File: src/hdl/gimli_pkg.sv
// types, constants and the round function of the gimli permutation pipeline
package gimli_pkg;

   localparam int GIMLI_ROUNDS = 24;
   localparam int FIRST_ROUND = 24;
   localparam int NUM_WORDS = 12;
   localparam int WORD_WIDTH = 32;
   localparam int ROUND_NUM_WIDTH = 5;
   localparam logic [WORD_WIDTH-1:0] ROUND_CONST = 32'h9e377900;

   typedef logic [WORD_WIDTH-1:0] word_type;
   typedef logic [ROUND_NUM_WIDTH-1:0] round_num_type;

   // state word i, row = i / 4, column = i % 4
   typedef logic [NUM_WORDS-1:0][WORD_WIDTH-1:0] state_type;

   typedef struct packed {
      word_type in_word_0;
      word_type in_word_1;
      word_type in_word_2;
      word_type in_word_3;
      word_type in_word_4;
      word_type in_word_5;
      word_type in_word_6;
      word_type in_word_7;
      word_type in_word_8;
      word_type in_word_9;
      word_type in_word_10;
      word_type in_word_11;
   } req_payload_type;

   typedef struct packed {
      word_type out_word_0;
      word_type out_word_1;
      word_type out_word_2;
      word_type out_word_3;
      word_type out_word_4;
      word_type out_word_5;
      word_type out_word_6;
      word_type out_word_7;
      word_type out_word_8;
      word_type out_word_9;
      word_type out_word_10;
      word_type out_word_11;
   } rsp_payload_type;

   function automatic word_type rotl(input word_type v, input int n);
      return (v << n) | (v >> (WORD_WIDTH - n));
   endfunction

   // one full round: sp-box on all four columns, swap/constant by r mod 4
   function automatic state_type gimli_round(input state_type st, input round_num_type r);
      state_type nxt;
      word_type a;
      word_type b;
      word_type d;
      word_type t;
      nxt = st;
      for (int c = 0; c < 4; c++) begin
         a = rotl(st[c], 24);
         b = rotl(st[4 + c], 9);
         d = st[8 + c];
         nxt[8 + c] = a ^ (d << 1) ^ ((b & d) << 2);
         nxt[4 + c] = b ^ a ^ ((a | d) << 1);
         nxt[c] = d ^ b ^ ((a & b) << 3);
      end
      case (r[1:0])
         2'd0: begin
            // small swap plus round constant
            t = nxt[0];
            nxt[0] = nxt[1] ^ ROUND_CONST ^ {{(WORD_WIDTH - ROUND_NUM_WIDTH){1'b0}}, r};
            nxt[1] = t;
            t = nxt[2];
            nxt[2] = nxt[3];
            nxt[3] = t;
         end
         2'd2: begin
            // big swap
            t = nxt[0];
            nxt[0] = nxt[2];
            nxt[2] = t;
            t = nxt[1];
            nxt[1] = nxt[3];
            nxt[3] = t;
         end
         default: begin
         end
      endcase
      return nxt;
   endfunction

endpackage

File: src/hdl/gimli_stage.sv
// one pipeline stage: a single gimli round followed by the stage register
module gimli_stage #(
   parameter int STAGE = 0
) (
   input  logic                 clock,
   input  logic                 reset,
   input  logic                 in_valid,
   output logic                 in_ready,
   input  gimli_pkg::state_type in_state,
   output logic                 out_valid,
   input  logic                 out_ready,
   output gimli_pkg::state_type out_state
);
   import gimli_pkg::*;

   localparam round_num_type RoundNum = ROUND_NUM_WIDTH'(FIRST_ROUND - STAGE);

   logic      valid_ff;
   logic      valid_in;
   state_type state_ff;
   state_type state_in;

   // stage takes a word when empty or when its word moves on
   assign in_ready = !valid_ff || out_ready;
   assign valid_in = in_ready ? in_valid : valid_ff;
   assign state_in = gimli_round(in_state, RoundNum);

   always_ff @(posedge clock) begin
      if (reset) begin
         valid_ff <= 1'b0;
      end else begin
         valid_ff <= valid_in;
      end
   end

   always_ff @(posedge clock) begin
      if (in_ready && in_valid) begin
         state_ff <= state_in;
      end
   end

   assign out_valid = valid_ff;
   assign out_state = state_ff;
endmodule

File: config.mk
export PLATFORM = sky130hd
export DESIGN_NAME = gimli_stage
export DESIGN_NICKNAME = d
export VERILOG_FILES = /design/src/hdl/gimli_pkg.sv /design/src/hdl/gimli_stage.sv
export SDC_FILE = /design/constraint.sdc
export NUM_CORES = 1
export LEC_CHECK = 0
export BUFFER_PORTS_ARGS = -buffer_cell sky130_fd_sc_hd__buf_2
export CORE_AREA = 2 2 305 307
export DETAILED_ROUTE_END_ITERATION = 10
export DIE_AREA = 0 0 307 309
export PLACE_DENSITY_LB_ADDON = 0.2
export SLEW_MARGIN = 15
export SYNTH_ARGS = -nofsm -noshare
export SYNTH_HDL_FRONTEND = slang
export SYNTH_SLANG_ARGS = --single-unit
File: constraint.sdc
create_clock -name clock -period 15 [get_ports clock]
set_input_delay 3 -clock clock [delete_from_list [all_inputs] [get_ports clock]]
set_output_delay 3 -clock clock [all_outputs]
set_load 0.01 [all_outputs]
After elaboration in Yosys (flattened, before gate mapping). Index checks and enable logic that the tools add are counted.

Register bits: 385. Output and inout port bits: 386. Logic and storage cells: 62.

Bitwise gates (word level): 46. Reductions and logical operators: 3.

Operators by type and width (number): 32-bit XOR (24); 32-bit by 24-bit bitwise OR with 32-bit output (4); 32-bit by 9-bit bitwise OR with 32-bit output (4); 31-bit bitwise OR (4); 30-bit bitwise AND (4); 29-bit bitwise AND (4); 15-bit NOT (1); 2-bit NOT (1); 1-bit logical AND (1); 1-bit zero test (1); 1-bit logical OR (1).

Logic depth before layout (Yosys ltp).
Depth after elaboration: 4. Mapped depth: 3. Mapped depth without buffers: 3.

Worst setup path after synthesis. OpenSTA, ideal clock, no wires.

Path kind: in2reg. Start point: input out_ready. End point: register state_ff (netlist bit out_state[0]), enable pin. Data arrival time: 11.918 ns. Data required time: 14.202 ns. Slack: 2.284 ns. Cell stages on the path: 2. Cell sequence: nand2b_1 > and2_1.

Cells in the longest elaborated chain, start to end: 2.

RTL lines: start: declaration (RTL line gimli_stage.sv:11) `input logic out_ready,`; 1-bit logical OR (RTL line gimli_stage.sv:24) `assign in_ready = !valid_ff || out_ready;`; 1-bit logical AND (RTL line gimli_stage.sv:37) `if (in_ready && in_valid) begin`; end signal: assignment (RTL line gimli_stage.sv:38) `state_ff <= state_in;`; end: declaration (RTL line gimli_stage.sv:20) `state_type state_ff;`.

No other way between the ends. A chain may end at the register's enable or synchronous reset.

Worst setup path after layout.
Start point: input out_ready. End point: output in_ready.

Cells in the longest elaborated chain, start to end: 1.

RTL lines: 1-bit logical OR (RTL line gimli_stage.sv:24); end: declaration (RTL line gimli_stage.sv:8) `output logic in_ready,`.

No other way between the ends.

==> impl_metrics.json <==
{
  "holdPathStages": 2,
  "yosysTopAreaCellShare_pct": 59.4,
  "drv_slew": 0,
  "gr-usage-all-layers_pct": 13.4,
  "cts-root-buf": "clkbuf_16",
  "r2r_cells": 4,
  "rows": 111,
  "crit-reg2reg-launch": "out_valid",
  "slew_headroom_pct": 28.7,
  "regToRegSetupSlack_ps": 11580,
  "crit_chain": "buf_2 -> nand2b_1 -> buf_2",
  "power_leakage_nw": 10.9,
  "finClkSkew_ps": 14.1,
  "netlist_area_sq_um": 19400,
  "dp_hpwl_mm": 55.5,
  "die_w_um": 307,
  "dr.max_layer_used": "met5",
  "max-vdd-ir-drop_mv": 0.0725,
  "avgSynthCellArea_sq_um": 15.5,
  "dp.cells": 3217,
  "route.detailed.drc": 0,
  "grt_pass1_wl_mm": 92.5,
  "finalSetupTns_ps": 0,
  "seq_area_frac_synth_pct": 59.5,
  "wl_mm": 66.8,
  "nets": 2707,
  "ios": 774,
  "cts_buffers": 50,
  "synth.distinct_cells": 10,
  "r2r_end": "out_state[362]",
  "dieArea_sq_um": 94900,
  "cts_max_level": 2,
  "ys_ff_latch": 385,
  "cp_common_cell": "buf_2",
  "port_buffers": 773,
  "cp_max_fo": 3,
  "worstSkewPairLatency_ps": 590,
  "max_stage_delay_ps": 160,
  "grt_pass1_vias": 13800,
  "worstSetupStartpoint": "out_ready",
  "vias_per_cell": 3.83,
  "status": "complete, no violations",
  "hp-start": "out_valid",
  "crit_required_ps": 12000,
  "crit_slowest_cell": "nand2b_1",
  "drt_iter0_markers": 413,
  "p_per_area_nw_per_um2": 116,
  "start_util_pct": 21.2,
  "core_sq_um": 91400,
  "path_delay_family": "buffers and inverters",
  "post_cts_resized": 0,
  "clockBufferDepth": 3,
  "tightest_slew_ps": 1070,
  "timing.final.crit_share_pct": 42.7,
  "cts_tree": "built",
  "gp_congestion": 0.845,
  "grt_max_degree": 75,
  "cts_sinks": 385,
  "dr.pass1.iters": 4,
  "min_path_type": "register to register",
  "synthCells": 1253,
  "grt_antenna_before_repair": 16,
  "fin_hold_ws_ps": 523,
  "yosysTopAreaCell": "edfxtp_1",
  "synth_area_leaders": "edfxtp_1 59%, xnor2_1 18%, ha_1 15%, xor2_1 4.9%, nor2_1 2.4%",
  "post-cts-setup-buffer-count": 0,
  "crit_buf_inv": 2,
  "clock.fmax_ghz": 0.156,
  "crit_path_start_kind": "input pin",
  "report.final.hold_viol_count": 0,
  "holdPathEnd": "out_valid",
  "critPathKind": "input pin to primary output",
  "worstPathArrival_ps": 3400,
  "max_cap_violations": 0,
  "end_kind": "primary output",
  "wl_per_cell_um": 20.2,
  "syn_nets": 1877,
  "hold_buffers": 0,
  "via_count": 12700,
  "dieHeight_um": 309,
  "drive_gt1_share_pct": 39.6,
  "stdcell_count": 3313,
  "period_needed_ps": 6400,
  "syn2layout_area_growth_pct": 35.3,
  "overflow": 0,
  "path_clk_slew_ps": 50,
  "wl_met3_mm": 6.87,
  "ant_nets": 0,
  "drt-met1-wl_mm": 23.5,
  "yosysWarnings": 0,
  "setup_viol": 0,
  "dr_wl_met2_mm": 34.6,
  "nFillCells": 9604,
  "grt_setup_unrepaired": "false"
}
-- final cells by class --
| cell class | instances | area (sq um) | share of cell area [%] |
|---|---|---|---|
| Inverter | 1 | 3.75 | 0.0143 |
| Tap cell | 1186 | 1480 | 5.65 |
| Clock inverter | 26 | 120 | 0.457 |
| Antenna cell | 6 | 15.0 | 0.0572 |
| Sequential cell | 385 | 11600 | 44.0 |
| Clock buffer | 64 | 1330 | 5.05 |
| Timing Repair Buffer | 778 | 3910 | 14.9 |
| Multi-Input combinational cell | 867 | 7850 | 29.9 |
-- state kept, by name (all words and copies together) (netlist names) --
name and cells:
out_valid 1, out_state 384
-- tightest hold or removal path, stage by stage, from the launching register on --
cell	delay, ps
dfxtp_1	310
nand2b_1	100
a21oi_1	70
-- metal layers --
layer / vias up / track usage, %
met2: 521 / 24.9
met4: 12 / 4.07
li1: 6116 / -
met5: - / 0
met1: 5921 / 13.5
met3: 105 / 5.84
-- worst max path at each step --
stage	slack [ps]	endpoint	cells past startpoint
finish	8600	in_ready	3
global route	8580	in_ready	3
CTS	8600	in_ready	3
detailed placement	8600	in_ready	3
global placement	8590	in_ready	3
floorplan	2280	out_state[0]	2
-- power breakdown --
group	leakage, nW	internal (mW)	total (mW)	switching [mW]
logic	6.46	0.256	0.580	0.325
clock network	0.705	0.618	1.09	0.476
registers	3.72	1.34	1.37	0.0290
total	10.9	2.21	3.04	0.830
-- cell families after synthesis --
kind of cell	after synthesis	synth area share (%)
compound gates	1	0.0258
xor+xnor	504	22.7
fa+ha+maj	236	15.2
buf+inv	1	0.0193
flops	385	59.5
simple gates	126	2.46
-- synth_stat cells, drive strengths merged --
library cell / count
xnor2: 395
edfxtp: 384
ha: 236
nor2: 124
xor2: 109
a21oi: 1
and2: 1
dfxtp: 1
inv: 1
nand2b: 1
-- layout by cell type, fill, tap and decap left out, drive strengths merged --
cell / instances
nand2b: 1
edfxtp: 384
xnor2: 395
clkinvlp: 1
diode: 6
buf: 778
nor2: 124
clkinv: 24
xor2: 109
clkbuf: 64
dfxtp: 1
ha: 236
a21oi: 1
and2: 1
inv: 2
-- stage by stage --
| step | setup slack [ps] | power, mW | area [sq um] | util [%] |
|---|---|---|---|---|
| 3_5_place_dp | 8600 | 1.99 | 24800 | 27.1 |
| 3_3_place_gp | 8590 | 1.98 | 24800 | 27.1 |
| 6_report | 8600 | 3.04 | 26300 | 28.7 |
| 5_1_grt | 8580 | 3.20 | 26300 | 28.7 |
| 4_1_cts | 8600 | 3.11 | 26200 | 28.7 |
| 2_1_floorplan | 2280 | 1.71 | 19400 | - |
(Power assumes the default switching activity.)
